===== src/design/lap3_pkg.sv =====
`timescale 1ns / 1ps
// Shared constants and types for the 3x3 Laplacian sharpening unit.
package lap3_pkg;

  localparam int MAX_WIDTH  = 1024;
  localparam int MAX_HEIGHT = 4096;
  localparam int LUMA_W     = 8;
  localparam int COL_W      = $clog2(MAX_WIDTH);
  localparam int ROW_W      = $clog2(MAX_HEIGHT);
  localparam int WIDTH_W    = COL_W + 1;
  localparam int HEIGHT_W   = ROW_W + 1;
  localparam int VAL_W      = 13;

  localparam int CFG_INDEX_W = 2;
  localparam int CFG_DATA_W  = 13;

  localparam logic [CFG_INDEX_W-1:0] REG_KERNEL_MODE  = 2'd0;
  localparam logic [CFG_INDEX_W-1:0] REG_FRAME_WIDTH  = 2'd1;
  localparam logic [CFG_INDEX_W-1:0] REG_FRAME_HEIGHT = 2'd2;

  localparam int RESET_WIDTH  = 640;
  localparam int RESET_HEIGHT = 480;

  // One column of the 3x3 window: two rows back, one row back, current row.
  typedef struct packed {
    logic [LUMA_W-1:0] top;
    logic [LUMA_W-1:0] mid;
    logic [LUMA_W-1:0] bot;
  } pix_col_t;

  // One entry of the line memory: the two previous rows at a column.
  typedef struct packed {
    logic [LUMA_W-1:0] above;
    logic [LUMA_W-1:0] middle;
  } line_pair_t;

endpackage


===== src/design/lap3_cell.sv =====
`timescale 1ns / 1ps
// One window column cell: holds three pixels and passes them on when the window moves.
module lap3_cell import lap3_pkg::*; (
  input  logic     clk,
  input  logic     shift,
  input  pix_col_t col_in,
  output pix_col_t col_q
);

  always_ff @(posedge clk) begin
    if (shift) begin
      col_q <= col_in;
    end
  end

endmodule


===== config.mk =====
export PLATFORM = sky130hd
export DESIGN_NAME = lap3_cell
export DESIGN_NICKNAME = d
export VERILOG_FILES = /design/src/design/lap3_pkg.sv /design/src/design/lap3_cell.sv
export SDC_FILE = /design/constraint.sdc
export NUM_CORES = 1
export LEC_CHECK = 0
export ABC_CLOCK_PERIOD_IN_PS = 800
export BUFFER_PORTS_ARGS = -buffer_cell sky130_fd_sc_hd__buf_4
export CORE_MARGIN = 1.5
export CORE_UTILIZATION = 38
export CTS_CLUSTER_DIAMETER = 40
export DETAILED_ROUTE_END_ITERATION = 6
export PLACE_DENSITY = 0.73
export REMOVE_ABC_BUFFERS = 1
export SLEW_MARGIN = 0
export SYNTH_ARGS = -nofsm -noshare
export SYNTH_HDL_FRONTEND = slang
export SYNTH_SLANG_ARGS = --single-unit

===== constraint.sdc =====
create_clock -name clk -period 0.8 [get_ports clk]
set_clock_uncertainty 0.15 [all_clocks]
set_input_delay 0.08 -clock clk [delete_from_list [all_inputs] [get_ports clk]]
set_output_delay 0.08 -clock clk [all_outputs]
set_load 0.1 [all_outputs]

==> impl_metrics.csv <==
group,metric,value,unit
global_routing,grt_max_degree,25,
cells_and_area,seq_area,720.7,um2
pwr,powerDensity,2368,mW/mm2
cells_and_area,synthToLayoutAreaGrowth,81.77,%
setup_path,crit_path_cell_trace,"buf_6",
placement,gp_congestion,0.6419,
global_routing,grt_pass1_vias,432,
pwr,internal_power,0.001956,W
synth,ys_seq_elements,24,
hold_path,hold_start,"col_in[3]",
timing,finalSetupViolCount,31,
timing,rsz0062_at_grt,"yes",
timing,worstMarginPinSlew,287.9,ps
clock_network,clk_pin_slew,120,ps
die,coreArea,0.001745,mm2
global_routing,antenna_found_initial,0,
synth,netlist_area,720.7,um2
die,ios,50,
cells_and_area,diodes,0,
flow_run,drv_cap,0,
timing,hold-worst-slack,-200.1,ps
clock_network,cts_sinks,24,
setup_path,slowest_stage,"edfxtp_1",
synth,ys_seq_area_share,100.0,%
die,dieArea,0.002167,mm2
cells_and_area,nFillCells,105,
global_routing,grt_pass1_wl,1.800,mm
drt,viasPerCell,4.266,
global_routing,grt_use_total,13.15,%
timing,fmax,865.3,MHz
pwr,clockPowerShare,16.0,%
pwr,swShare,36.93,%
hold_path,holdCritPathClass,"primary input to flop",
timing,setup_ws,-355.6,ps
synth,syn_inst,24,
drt,postRouteWirelength,1.555,mm
clock_network,htreeDepth,1,
setup_path,worstSetupEndpointType,"output port",
synth,synth_cell_types,1,
cells_and_area,multi_input_area,0,um2
cells_and_area,nets,111,
clock_network,cts_buffers,3,
pwr,combPwrFrac,34.4,%
cells_and_area,final_common_cell,"buf_4",
pwr,seqPwrFrac,49.7,%
cells_and_area,comb.multi_input.count,0,
setup_path,critPathMaxFanout,1,
cells_and_area,final_cell_mix,"25 x buf_4, 24 x edfxtp_1, 23 x buf_6, 7 x dlygate4sd3_1, 3 x clkbuf_4",
drt,drtIter0Drc,4,
timing,finalMaxSlewViolations,0,
setup_path,cp-start-kind,"flop",
pwr,power.total,0.003102,W
clock_network,cts_buffer_depth,2,
timing,finalHoldViolCount,17,
cells_and_area,largest_reg_flops,24,
drt,dr.pass1.iters,3,
hold_path,whs_endpoint,"col_q[3]",
drt,ant_nets,0,
placement,port_buffers,49,
global_routing,grt_overflow,0,
die,die_w,46.55,um
die,initial_core_util,41.29,%
clock_network,clock-root-buffer,"clkbuf_4",
timing,relSlewSlack,80.81,%
synth,synth_area_per_cell,30.03,um2
setup_path,max_stage_delay,420,ps
status,violations,"negative hold slack, negative setup slack",
setup_path,cp_top_family,"flip-flops",
timing,fin_crit,1156,ps
setup_path,critPathBufInv,1,
hold_path,hold_path_depth,1,
cells_and_area,drive_gt1_share,61.90,%
pwr,p_leak,0.5462,nW
timing,min_period_over_period,144.5,%
setup_path,arrival,930,ps
pwr,ir_drop,0.001697,V
pwr,p_sw,0.001145,W
setup_path,criticalPathCategory,"flop to output port",
setup_path,critPathRequiredTime,570,ps
drt,drc_errors,0,
status,status,"complete, but fails checks",
drt,num_vias,465,
synth,yosys_warnings,0,
die,die_h,46.55,um
die,rows,15,
cells_and_area,reg_top3,"col_q: 24 flops",
drt,wire_per_inst,14.27,um
cells_and_area,regMostFlops,"col_q",
clock_network,cts_tree,"done",
==> final cells by class <==
| type | count | area share, % |
|---|---|---|
| sequential | 24 | 55.01 |
| timing repair buffer | 56 | 40.59 |
| tap | 25 | 2.388 |
| clock buffer | 3 | 1.719 |
| clock inverter | 1 | 0.2865 |
==> kinds of logic after synthesis <==
| kind of cell | after synthesis | share of synthesized area (%) |
|---|---|---|
| DFF | 24 | 100.0 |
==> stage by stage <==
| step | cells | area (um2) | TNS (ps) | util (%) | worst slack, ps |
|---|---|---|---|---|---|
| 6_report | 109 | 1310 | -8079 | 75.05 | -355.6 |
| 3_3_place_gp | 98 | 1120 | -1241 | 64.16 | -35.86 |
| 5_1_grt | 109 | 1310 | -8886 | 75.05 | -388.3 |
| 3_5_place_dp | 98 | 1120 | -1594 | 64.16 | -44.85 |
| 4_1_cts | 102 | 1236 | -8289 | 70.82 | -375.7 |
| 2_1_floorplan | 24 | 720.7 | -8016 | - | -334.0 |
==> Yosys cell counts (all sizes together) <==
library cell,instances,area [um2]
edfxtp,24,720.7
==> per-layer routing <==
metal / up-vias / global-route usage [%] / part of all wire, %
met2: 38 / 24.17 / 57
met5: - / 0 / 0
met1: 210 / 12.24 / 31
met4: 0 / 8.571 / 0.77
li1: 215 / - / -
met3: 2 / 3.922 / 11
==> power groups by stage <==
| stage | sequential (W) | clock [W] | combinational [W] |
|---|---|---|---|
| floorplan | 0.00226 | 0 | 0 |
| global placement | 0.00155 | 0 | 0.000969 |
| detailed placement | 0.00155 | 0 | 0.000975 |
| CTS | 0.00154 | 0.000521 | 0.00104 |
| global route | 0.00155 | 0.000553 | 0.00109 |
| finish | 0.00154 | 0.000496 | 0.00107 |
==> timing repair <==
item                                    CTS  global route
gates resized for setup                  24             1
hold endpoints to repair                 24            24
setup buffers                             0             0
endpoints found under the setup margin   24            24
gates cloned                              0             0
==> how the worst max path moves through the flow <==
stage | cells past startpoint | from | end
final | 1 | col_q[16] | col_q[16]
after global routing | 1 | col_q[14] | col_q[14]
after global placement | 1 | shift | col_q[1]
after CTS | 1 | col_q[16] | col_q[16]
after detailed placement | 1 | col_q[11] | col_q[11]
after floorplan | 0 | col_q[0] | col_q[0]
Power figures use the tool's default switching activity.
