### config.mk
export PLATFORM = sky130hd
export DESIGN_NAME = lap3_kernel
export DESIGN_NICKNAME = d
export VERILOG_FILES = /design/src/design/lap3_pkg.sv /design/src/design/lap3_kernel.sv
export SDC_FILE = /design/constraint.sdc
export NUM_CORES = 1
export LEC_CHECK = 0
export ABC_AREA = 1
export BUFFER_PORTS_ARGS = -buffer_cell sky130_fd_sc_hd__buf_4
export CAP_MARGIN = 10
export CORE_ASPECT_RATIO = 1.4
export CORE_MARGIN = 2
export CORE_UTILIZATION = 53
export DETAILED_ROUTE_END_ITERATION = 12
export PLACE_DENSITY = 0.79
export SLEW_MARGIN = 40
export SYNTH_ARGS = -nofsm -noshare
export SYNTH_HDL_FRONTEND = slang
export SYNTH_SLANG_ARGS = --single-unit
### constraint.sdc
create_clock -name vclk -period 10.3
set_input_delay 2.06 -clock vclk [all_inputs]
set_output_delay 2.06 -clock vclk [all_outputs]
set_load 0.05 [all_outputs]
### src/design/lap3_pkg.sv
`timescale 1ns / 1ps
// Shared constants and types for the 3x3 Laplacian sharpening unit.
package lap3_pkg;

  localparam int MAX_WIDTH  = 1024;
  localparam int MAX_HEIGHT = 4096;
  localparam int LUMA_W     = 8;
  localparam int COL_W      = $clog2(MAX_WIDTH);
  localparam int ROW_W      = $clog2(MAX_HEIGHT);
  localparam int WIDTH_W    = COL_W + 1;
  localparam int HEIGHT_W   = ROW_W + 1;
  localparam int VAL_W      = 13;

  localparam int CFG_INDEX_W = 2;
  localparam int CFG_DATA_W  = 13;

  localparam logic [CFG_INDEX_W-1:0] REG_KERNEL_MODE  = 2'd0;
  localparam logic [CFG_INDEX_W-1:0] REG_FRAME_WIDTH  = 2'd1;
  localparam logic [CFG_INDEX_W-1:0] REG_FRAME_HEIGHT = 2'd2;

  localparam int RESET_WIDTH  = 640;
  localparam int RESET_HEIGHT = 480;

  // One column of the 3x3 window: two rows back, one row back, current row.
  typedef struct packed {
    logic [LUMA_W-1:0] top;
    logic [LUMA_W-1:0] mid;
    logic [LUMA_W-1:0] bot;
  } pix_col_t;

  // One entry of the line memory: the two previous rows at a column.
  typedef struct packed {
    logic [LUMA_W-1:0] above;
    logic [LUMA_W-1:0] middle;
  } line_pair_t;

endpackage

### src/design/lap3_kernel.sv
`timescale 1ns / 1ps
// Laplacian kernel arithmetic over the three window columns.
module lap3_kernel import lap3_pkg::*; (
  input  logic                    kernel_mode,
  input  pix_col_t                win_left,
  input  pix_col_t                win_center,
  input  pix_col_t                win_right,
  output logic signed [VAL_W-1:0] value
);

  logic [VAL_W-1:0] ctr;
  logic [VAL_W-1:0] edges;
  logic [VAL_W-1:0] corners;
  logic [VAL_W-1:0] result;

  // Two's complement wrap in VAL_W bits is exact since every result fits.
  always_comb begin
    ctr     = VAL_W'(win_center.mid);
    edges   = VAL_W'(win_left.mid) + VAL_W'(win_right.mid)
            + VAL_W'(win_center.top) + VAL_W'(win_center.bot);
    corners = VAL_W'(win_left.top) + VAL_W'(win_left.bot)
            + VAL_W'(win_right.top) + VAL_W'(win_right.bot);
    if (kernel_mode) begin
      result = (ctr << 3) + ctr - edges - corners;
    end else begin
      result = (ctr << 2) + ctr - edges;
    end
  end

  assign value = signed'(result);

endmodule

==> results of run 1 <==
[worst paths after layout]
check                 slack (ps)   endpoint
worst max-delay path         300  value[10]
worst min-delay path        4620   value[3]
[through the flow]
stage	cells	hold slack [ps]
6_report	684	4620
3_5_place_dp	684	4610
5_1_grt	684	4650
4_1_cts	684	4620
3_3_place_gp	684	4610
2_1_floorplan	526	4620
[cells in the final DEF (no fill, tap or decap), drive strengths merged]
cell,n
nand2,127
nor2,30
a31oi,2
and2,1
xor2,10
buf,86
o211a,1
or2,3
a21oi,22
clkinv,1
xnor2,3
inv,166
nand3b,4
o211ai,2
nand4,7
ha,47
a21o,3
fa,54
nand3,28
o21ai,10
o2bb2ai,1
a21boi,2
[kinds of logic after synthesis]
kind of cell	after synthesis
XOR/XNOR	13
AND/OR/NAND/NOR	200
adder cells (fa/ha/maj)	101
AO/OA/AOI/OAI	43
buffers and inverters	169
[cell type report]
type / instances / area share
multi-input combinational: 357 / 0.677
timing repair buffer: 86 / 0.153
inverter: 167 / 0.148
tap: 74 / 0.0219
[layer usage]
layer	vias to the layer above	GRT usage	routed length, µm
met5	-	0	0
met2	74	0.443	4460
met1	1536	0.302	3520
li1	1731	-	-
met4	0	0.0185	28
met3	7	0.0171	335
==> impl_summary.txt, run 1 <==
----------------------------------------------------
[Status]
  Result of the run ... complete, no violations

[Floorplanning]
  Die area ... 7270 µm²
  Die extent in y ... 100 µm
  Initial standard-cell utilization of the core ... 0.539
  I/O pins ... 86
  Core box area ... 6480 µm²
  Placement row count ... 35
  Horizontal extent of the die ... 72.6 µm

[Detailed routing]
  Number of nets with antenna violations after detailed routing ... 0
  Post-Route WL ... 8340 µm
  Number of remaining DRC errors ... 0
  Number of DRC markers in iteration 0 ... 112
  Vias per Instance ... 4.89
  Total via count after detailed routing ... 3348
  Number of optimization iterations in the first detailed-route pass ... 4
  Detail-routed net length per standard cell ... 12.2 µm

[STA]
  Count of pins over their slew limit ... 0
  Worst slew pin tran ... 343 ps
  Sum Neg Setup Slack ... 0 ps
  Number of endpoints with negative hold slack in the final report ... 0
  RSZ-0062 raised after global routing ... false
  Final critical-path share of the clock period ... 0.971
  Maximum clock rate ... 100 MHz
  Normalized max-slew margin ... 0.771
  Final min period ... 10000 ps
  Final setup slack of the worst path ... 296 ps
  Final setup violation count ... 0

[Yosys]
  Number of cells produced by synthesis ... 526
  Post-synthesis net count ... 700
  Fraction of synthesized cell area in xor and xnor cells ... 0.0326
  Top cells by area, synth ... sky130_fd_sc_hd__fa_1 (31%), sky130_fd_sc_hd__inv_1 (18%), sky130_fd_sc_hd__ha_1 (17%)
  Most frequent cells after synthesis ... sky130_fd_sc_hd__inv_1 (166), sky130_fd_sc_hd__nand2_1 (127), sky130_fd_sc_hd__fa_1 (54)
  Top cell type's share of synthesized area ... 0.309
  Multiplexer area fraction after synthesis ... 0
  Area leader, netlist ... sky130_fd_sc_hd__fa_1
  Sequential-to-total area share from yosys stat ... 0
  Most used standard cell by instance count after synthesis ... sky130_fd_sc_hd__inv_1
  Combinational family with the most area after synthesis ... adder cells
  Yosys warns ... 0
  Summed instance area of the synthesized netlist ... 3490 µm²
  Synth Area in Compound Gates ... 0.0702
  Distinct cells, synth ... 27
  Arithmetic-cell share of the synthesized area counting full adders, half adders and majority gates ... 0.478
  Post-Synthesis Mean Instance Area ... 6.64 µm²
  Area fraction in and, or, nand and nor cells after synthesis ... 0.238

[Final layout]
  Clkbuf count ... 0
  Total area of multi-input combinational cells ... 2860 µm²
  FF+latch count ... 0
  Area Overhead vs Synth ... 20.9%
  Nets ... 786
  Core occupancy in the finished layout ... 0.652
  Post-layout instance area ... 4220 µm²
  Fill cell count ... 618
  Share of cells above drive strength 1 ... 0.146
  N_diodes ... 0
  Area of all sequential standard cells ... 0 µm²

[Setup path]
  Kind of start point of the critical path ... input pin
  Data arrival time at the worst-slack endpoint ... 7940 ps
  Most numerous cell on the critical path ... sky130_fd_sc_hd__fa_1
  Crit path max fanout ... 5
  Top delay family on crit path ... adder cells
  Logic depth of the worst path, buffers included ... 27
  Startpoint of the most critical setup path ... win_left[9]
  Required time of the worst setup path ... 8240 ps
  Buffering stage count on the worst path with inverters included ... 8
  Peak per-stage delay on the critical path ... 520 ps
  Category of the critical setup timing path ... in -> out
  Cell with the largest stage delay on the worst path ... sky130_fd_sc_hd__fa_1
  Kind of end point of the critical path ... primary output

[Place]
  Routability congestion estimate ... 0.878
  Area post-placement ... 4220 µm²
  HPWL reported at the end of detailed placement ... 7710 µm
  Post-Place Setup Slack ... 321 ps
  Count of input and output buffers ... 86

[GRT]
  Overall Global Routing Usage ... 0.235
  Residual overflow from global routing ... 0
  Antenna violations before repair ... 0
  Maximum number of pins on one net before global-route repair ... 18
  Wire length of the first global-routing pass ... 13800 µm
  Number of global-route vias before repair ... 3230

[Run]
  Total of max-cap violations ... 0

[Clock network]
  # hold bufs at CTS ... 0
  PostCTS Resize Cnt ... 0
  Buffers inserted by post-CTS timing repair ... 0

[Min path]
  Start point of the worst min-delay path ... kernel_mode
  Worst hold-check path type ... in -> out
  Hold Path Depth ... 3

----------------------------------------------------
Power of run 1 is not shown: default switching activity piles up to over one toggle a cycle in this logic, so the estimate is an artifact.
==> inputs of run 2 (changes only) <==
--- a/config.mk
+++ b/config.mk
@@ -5,14 +5,13 @@
 export SDC_FILE = /design/constraint.sdc
 export NUM_CORES = 1
 export LEC_CHECK = 0
-export ABC_AREA = 1
 export BUFFER_PORTS_ARGS = -buffer_cell sky130_fd_sc_hd__buf_4
 export CAP_MARGIN = 10
 export CORE_ASPECT_RATIO = 1.4
 export CORE_MARGIN = 2
 export CORE_UTILIZATION = 53
 export DETAILED_ROUTE_END_ITERATION = 12
-export PLACE_DENSITY = 0.79
+export PLACE_DENSITY = 0.8
 export SLEW_MARGIN = 40
 export SYNTH_ARGS = -nofsm -noshare
 export SYNTH_HDL_FRONTEND = slang
==> impl_summary.txt, run 2 <==
----------------------------------------------------
[GRT]
  Overall Global Routing Usage ... 0.224 (-0.0115)
  Wire length of the first global-routing pass ... 12900 µm (-6.6%)
  Antenna violations before repair ... 0 (unchanged)
  Residual overflow from global routing ... 0 (unchanged)
  Number of global-route vias before repair ... 3075 (-4.8%)
  Maximum number of pins on one net before global-route repair ... 18 (unchanged)

[Detailed routing]
  Post-Route WL ... 7600 µm (-8.9%)
  Number of remaining DRC errors ... 0 (unchanged)
  Number of DRC markers in iteration 0 ... 78 (-30%)
  Detail-routed net length per standard cell ... 13.6 µm (+11%)
  Total via count after detailed routing ... 2989 (-11%)
  Number of optimization iterations in the first detailed-route pass ... 4 (unchanged)
  Number of nets with antenna violations after detailed routing ... 0 (unchanged)
  Vias per Instance ... 5.34 (+9.0%)

[Floorplanning]
  Core box area ... 6130 µm² (-5.5%)
  Initial standard-cell utilization of the core ... 0.538 (-0.000791)
  Placement row count ... 34 (-2.9%)
  Horizontal extent of the die ... 70.7 µm (-2.7%)
  Die area ... 6880 µm² (-5.4%)
  Die extent in y ... 97.3 µm (-2.7%)
  I/O pins ... 86 (unchanged)

[STA]
  Final setup slack of the worst path ... 181 ps (-115 ps)
  Count of pins over their slew limit ... 0 (unchanged)
  Final critical-path share of the clock period ... 0.982 (+0.0112)
  Sum Neg Setup Slack ... 0 ps (unchanged)
  Final setup violation count ... 0 (unchanged)
  Number of endpoints with negative hold slack in the final report ... 0 (unchanged)
  Maximum clock rate ... 98.8 MHz (-1.1%)
  Worst slew pin tran ... 413 ps (+70.1 ps)
  Normalized max-slew margin ... 0.722 (-0.0490)
  Final min period ... 10120 ps (+115 ps)

[Clock network]
  # hold bufs at CTS ... 0 (unchanged)

[Final layout]
  FF+latch count ... 0 (unchanged)
  Area Overhead vs Synth ... 28.6%
  Share of cells above drive strength 1 ... 0.279 (+0.133)
  Most used cells in the layout excluding fill and tap cells ... sky130_fd_sc_hd__inv_1 (124), sky130_fd_sc_hd__buf_4 (95), sky130_fd_sc_hd__fa_1 (53)
  N_diodes ... 0 (unchanged)
  Most common library cell in the layout ignoring fill and taps ... sky130_fd_sc_hd__inv_1
  Clkbuf count ... 0 (unchanged)
  Fill cell count ... 475 (-23%)
  Area of all sequential standard cells ... 0 µm² (unchanged)
  Nets ... 664 (-16%)

[Setup path]
  Top delay family on crit path ... adder cells
  Category of the critical setup timing path ... in -> out
  Buffering stage count on the worst path with inverters included ... 7 (-1)
  Kind of start point of the critical path ... input pin
  Kind of end point of the critical path ... primary output
  Peak per-stage delay on the critical path ... 550 ps (+30 ps)
  Data arrival time at the worst-slack endpoint ... 8060 ps (+120 ps)
  Cell with the largest stage delay on the worst path ... sky130_fd_sc_hd__fa_1
  Required time of the worst setup path ... 8240 ps (about the same)
  Most numerous cell on the critical path ... sky130_fd_sc_hd__fa_1
  Crit path max fanout ... 4 (-1)

[Yosys]
  Distinct cells, synth ... 47 (+74%)
  Area leader, netlist ... sky130_fd_sc_hd__fa_1
  Number of cells produced by synthesis ... 393 (-25%)
  Top cell type's share of synthesized area ... 0.328 (+0.0184)
  Most frequent cells after synthesis ... sky130_fd_sc_hd__inv_1 (132), sky130_fd_sc_hd__fa_1 (54), sky130_fd_sc_hd__ha_1 (47)
  Top cells by area, synth ... sky130_fd_sc_hd__fa_1 (33%), sky130_fd_sc_hd__ha_1 (18%), sky130_fd_sc_hd__inv_1 (15%)
  Post-Synthesis Mean Instance Area ... 8.39 µm² (+26%)
  Sequential-to-total area share from yosys stat ... 0 (unchanged)
  Post-synthesis net count ... 567 (-19%)
  Most used standard cell by instance count after synthesis ... sky130_fd_sc_hd__inv_1
  Summed instance area of the synthesized netlist ... 3300 µm² (-5.6%)
  Yosys warns ... 0 (unchanged)

[Place]
  Routability congestion estimate ... 0.933 (+6.2%)
  Post-Place Setup Slack ... -128 ps (-449 ps)
  Count of input and output buffers ... 86 (unchanged)
  HPWL reported at the end of detailed placement ... 6680 µm (-13%)

[Min path]
  Worst hold-check path type ... in -> out
  Start point of the worst min-delay path ... kernel_mode
  Hold Path Depth ... 3 (unchanged)
  Hold Path End ... value[9]

[Run]
  Total of max-cap violations ... 0 (unchanged)

[Status]
  Result of the run ... complete, no violations

----------------------------------------------------
run 2: cell types whose count changed after synthesis, sizes merged, moves of 8 or more:
cell,before,now
inv,166,132
xnor2,3,11
nand3,28,3
a211oi,0,8
nor2,30,12
nor3,0,9
nand2,127,12
o21a,0,10
a21o,3,11
run 2: cells by family (layout without fill, tap and decap cells):
| kind of cell | after synthesis | count (layout) | share of synthesized area |
|---|---|---|---|
| AOI/OAI and AO/OA | 88 | 88 | 0.209 |
| adders and majority gates | 101 | 101 | 0.506 |
| muxes | 3 | 3 | 0.00948 |
| buffers and inverters | 135 | 230 | 0.154 |
| and+or+nand+nor | 44 | 44 | 0.0630 |
| xor gates and xnor gates | 22 | 22 | 0.0584 |
run 2: area by class of cell:
class / count / area (µm²) / share of cell area
inverter: 133 / 499 / 0.118
multi-input combinational: 258 / 2920 / 0.688
tap: 72 / 90.1 / 0.0212
timing repair buffer: 97 / 736 / 0.173
run 2: through the flow:
step	std cells	area, µm²	utilization	hold slack [ps]
finish	560	4240	0.693	4620
global route	560	4240	0.693	4640
CTS	558	4160	0.679	4620
detailed placement	557	4120	0.672	4620
global placement	557	4120	0.672	4620
floorplan	393	3330	-	4570
run 2: routing by layer:
metal / track usage / wire, µm / share of wire
met1: 0.258 / 2710 / 0.36
met2: 0.428 / 4260 / 0.56
met3: 0.00934 / 314 / 0.041
met4: 0.0827 / 316 / 0.042
met5: 0 / 0 / 0
run 2: timing repair:
item,4_1_cts,5_1_grt
setup endpoints to repair,5,6
resized for setup,6,20
pin swaps,3,11
setup buffers,1,2
run 2: how the worst max path moves through the flow:
stage,end,from,depth (start not counted),slack (ps)
5_1_grt,value[12],win_left[9],25,-30
3_5_place_dp,value[9],win_left[9],26,-130
2_1_floorplan,value[11],win_left[9],24,3
4_1_cts,value[12],win_left[10],25,1
3_3_place_gp,value[12],win_left[10],25,-20
6_report,value[12],win_left[9],25,180
Power of run 2 is left out for the same reason.
==> inputs of run 3 (changes only) <==
--- a/config.mk
+++ b/config.mk
@@ -9,9 +9,9 @@
 export CAP_MARGIN = 10
 export CORE_ASPECT_RATIO = 1.4
 export CORE_MARGIN = 2
-export CORE_UTILIZATION = 53
+export CORE_UTILIZATION = 51
 export DETAILED_ROUTE_END_ITERATION = 12
-export PLACE_DENSITY = 0.8
+export PLACE_DENSITY = 0.81
 export SLEW_MARGIN = 40
 export SYNTH_ARGS = -nofsm -noshare
 export SYNTH_HDL_FRONTEND = slang
==> constraint.sdc (replaced) <==
create_clock -name vclk -period 8.65
set_input_delay 1.73 -clock vclk [all_inputs]
set_output_delay 1.73 -clock vclk [all_outputs]
set_load 0.05 [all_outputs]
==> impl_summary.txt, run 3 (same netlist as run 2, synthesis figures left out) <==
----------------------------------------------------
[GRT]
  Maximum number of pins on one net before global-route repair ... 18 (unchanged)
  Antenna violations before repair ... 0 (unchanged)
  Wire length of the first global-routing pass ... 14000 µm (+8.8%)
  Residual overflow from global routing ... 0 (unchanged)
  Overall Global Routing Usage ... 0.240 (+0.0160)
  Number of global-route vias before repair ... 3289 (+7.0%)

[Run]
  Total of max-cap violations ... 0 (unchanged)

[Setup path]
  Buffering stage count on the worst path with inverters included ... 8 (+1)
  Cell with the largest stage delay on the worst path ... sky130_fd_sc_hd__fa_1
  Most numerous cell on the critical path ... sky130_fd_sc_hd__fa_1
  Category of the critical setup timing path ... in -> out
  Data arrival time at the worst-slack endpoint ... 7650 ps (-410 ps)
  Logic depth of the worst path, buffers included ... 26 (+4.0%)
  Top delay family on crit path ... adder cells
  Required time of the worst setup path ... 6920 ps (-1320 ps)
  Crit path max fanout ... 3 (-1)
  Peak per-stage delay on the critical path ... 540 ps (about the same)
  Kind of end point of the critical path ... primary output
  Kind of start point of the critical path ... input pin

[Final layout]
  Share of cells above drive strength 1 ... 0.369 (+0.0905)
  Area of all sequential standard cells ... 0 µm² (unchanged)
  Most used cells in the layout excluding fill and tap cells ... sky130_fd_sc_hd__inv_1 (119), sky130_fd_sc_hd__buf_4 (108), sky130_fd_sc_hd__fa_1 (52)
  Core occupancy in the finished layout ... 0.758 (+0.0655)
  Clkbuf count ... 0 (unchanged)
  Fill cell count ... 400 (-16%)
  N_diodes ... 0 (unchanged)
  Nets ... 688 (+3.6%)
  Most common library cell in the layout ignoring fill and taps ... sky130_fd_sc_hd__inv_1
  FF+latch count ... 0 (unchanged)
  Area Overhead vs Synth ... 43.7%

[Status]
  Result of the run ... finished, violations left
  Failing checks ... negative setup slack

[STA]
  Normalized max-slew margin ... 0.682 (-0.0395)
  Final min period ... 9380 ps
  Final critical-path share of the clock period ... 1.08
  Fin Hold WS ... 3970 ps (-655 ps)
  Maximum clock rate ... 107 MHz
  Final setup violation count ... 8 (+8)
  Final setup slack of the worst path ... -728 ps (-908 ps)
  Count of pins over their slew limit ... 0 (unchanged)
  RSZ-0062 raised after global routing ... true
  Sum Neg Setup Slack ... -3730 ps (-3730 ps)
  Number of endpoints with negative hold slack in the final report ... 0 (unchanged)
  Worst slew pin tran ... 474 ps (+60.9 ps)

[Detailed routing]
  Number of DRC markers in iteration 0 ... 139 (+78%)
  Number of remaining DRC errors ... 0 (unchanged)
  Number of optimization iterations in the first detailed-route pass ... 6 (+2)
  Post-Route WL ... 8420 µm (+11%)
  Detail-routed net length per standard cell ... 14.4 µm (+6.1%)
  Total via count after detailed routing ... 3104 (+3.8%)
  Vias per Instance ... 5.32 (-0.42%)
  Number of nets with antenna violations after detailed routing ... 0 (unchanged)

[Floorplanning]
  Horizontal extent of the die ... 72.0 µm (+1.8%)
  Die extent in y ... 99.2 µm (+1.9%)
  Initial standard-cell utilization of the core ... 0.527 (-0.0110)
  Core box area ... 6250 µm² (+2.1%)
  Die area ... 7140 µm² (+3.7%)
  I/O pins ... 86 (unchanged)
  Placement row count ... 34 (unchanged)

[Min path]
  Hold Path Depth ... 3 (unchanged)
  Worst hold-check path type ... in -> out

[Place]
  HPWL reported at the end of detailed placement ... 6950 µm (+4.1%)
  Post-Place Setup Slack ... -963 ps (-835 ps)
  Count of input and output buffers ... 86 (unchanged)
  Routability congestion estimate ... 0.863 (-7.5%)

----------------------------------------------------
[run 3: final cells by class]
| type | count | area [µm²] | area share |
|---|---|---|---|
| Inverter | 133 | 509 | 0.107 |
| Multi-Input combinational cell | 258 | 3180 | 0.671 |
| Tap cell | 72 | 90.1 | 0.0190 |
| Timing Repair Buffer | 121 | 961 | 0.203 |
[run 3: worst min-delay path: cells and delay by family]
kind            cells  cell delay (ps)
buf+inv             2              400
compound gates      1              100
[run 3: per-stage QoR]
step / instances / instance area [µm²]
floorplan: 393 / 3450
global placement: 581 / 4410
detailed placement: 581 / 4410
CTS: 584 / 4680
global route: 584 / 4740
finish: 584 / 4740
[run 3: what timing repair did]
action	CTS	global route
setup buffers	6	2
pin swaps	60	36
resized for setup	46	16
endpoints found under the setup margin	9	10
hold endpoints to repair	0	0
hold buffers	0	0
[run 3: metal layers]
metal  global-route usage  routed length, µm  vias to the layer above
li1                     -                  -                     1490
met1                0.274               3050                     1524
met2                0.486               4890                       74
met3              0.00912                272                       16
met4               0.0392                204                        0
met5                    0                  0                        -
[run 3: final timing paths]
kind / to / start
worst max-delay path: value[9] / win_center[18]
worst min-delay path: value[9] / kernel_mode
Power of run 3 is left out for the same reason.
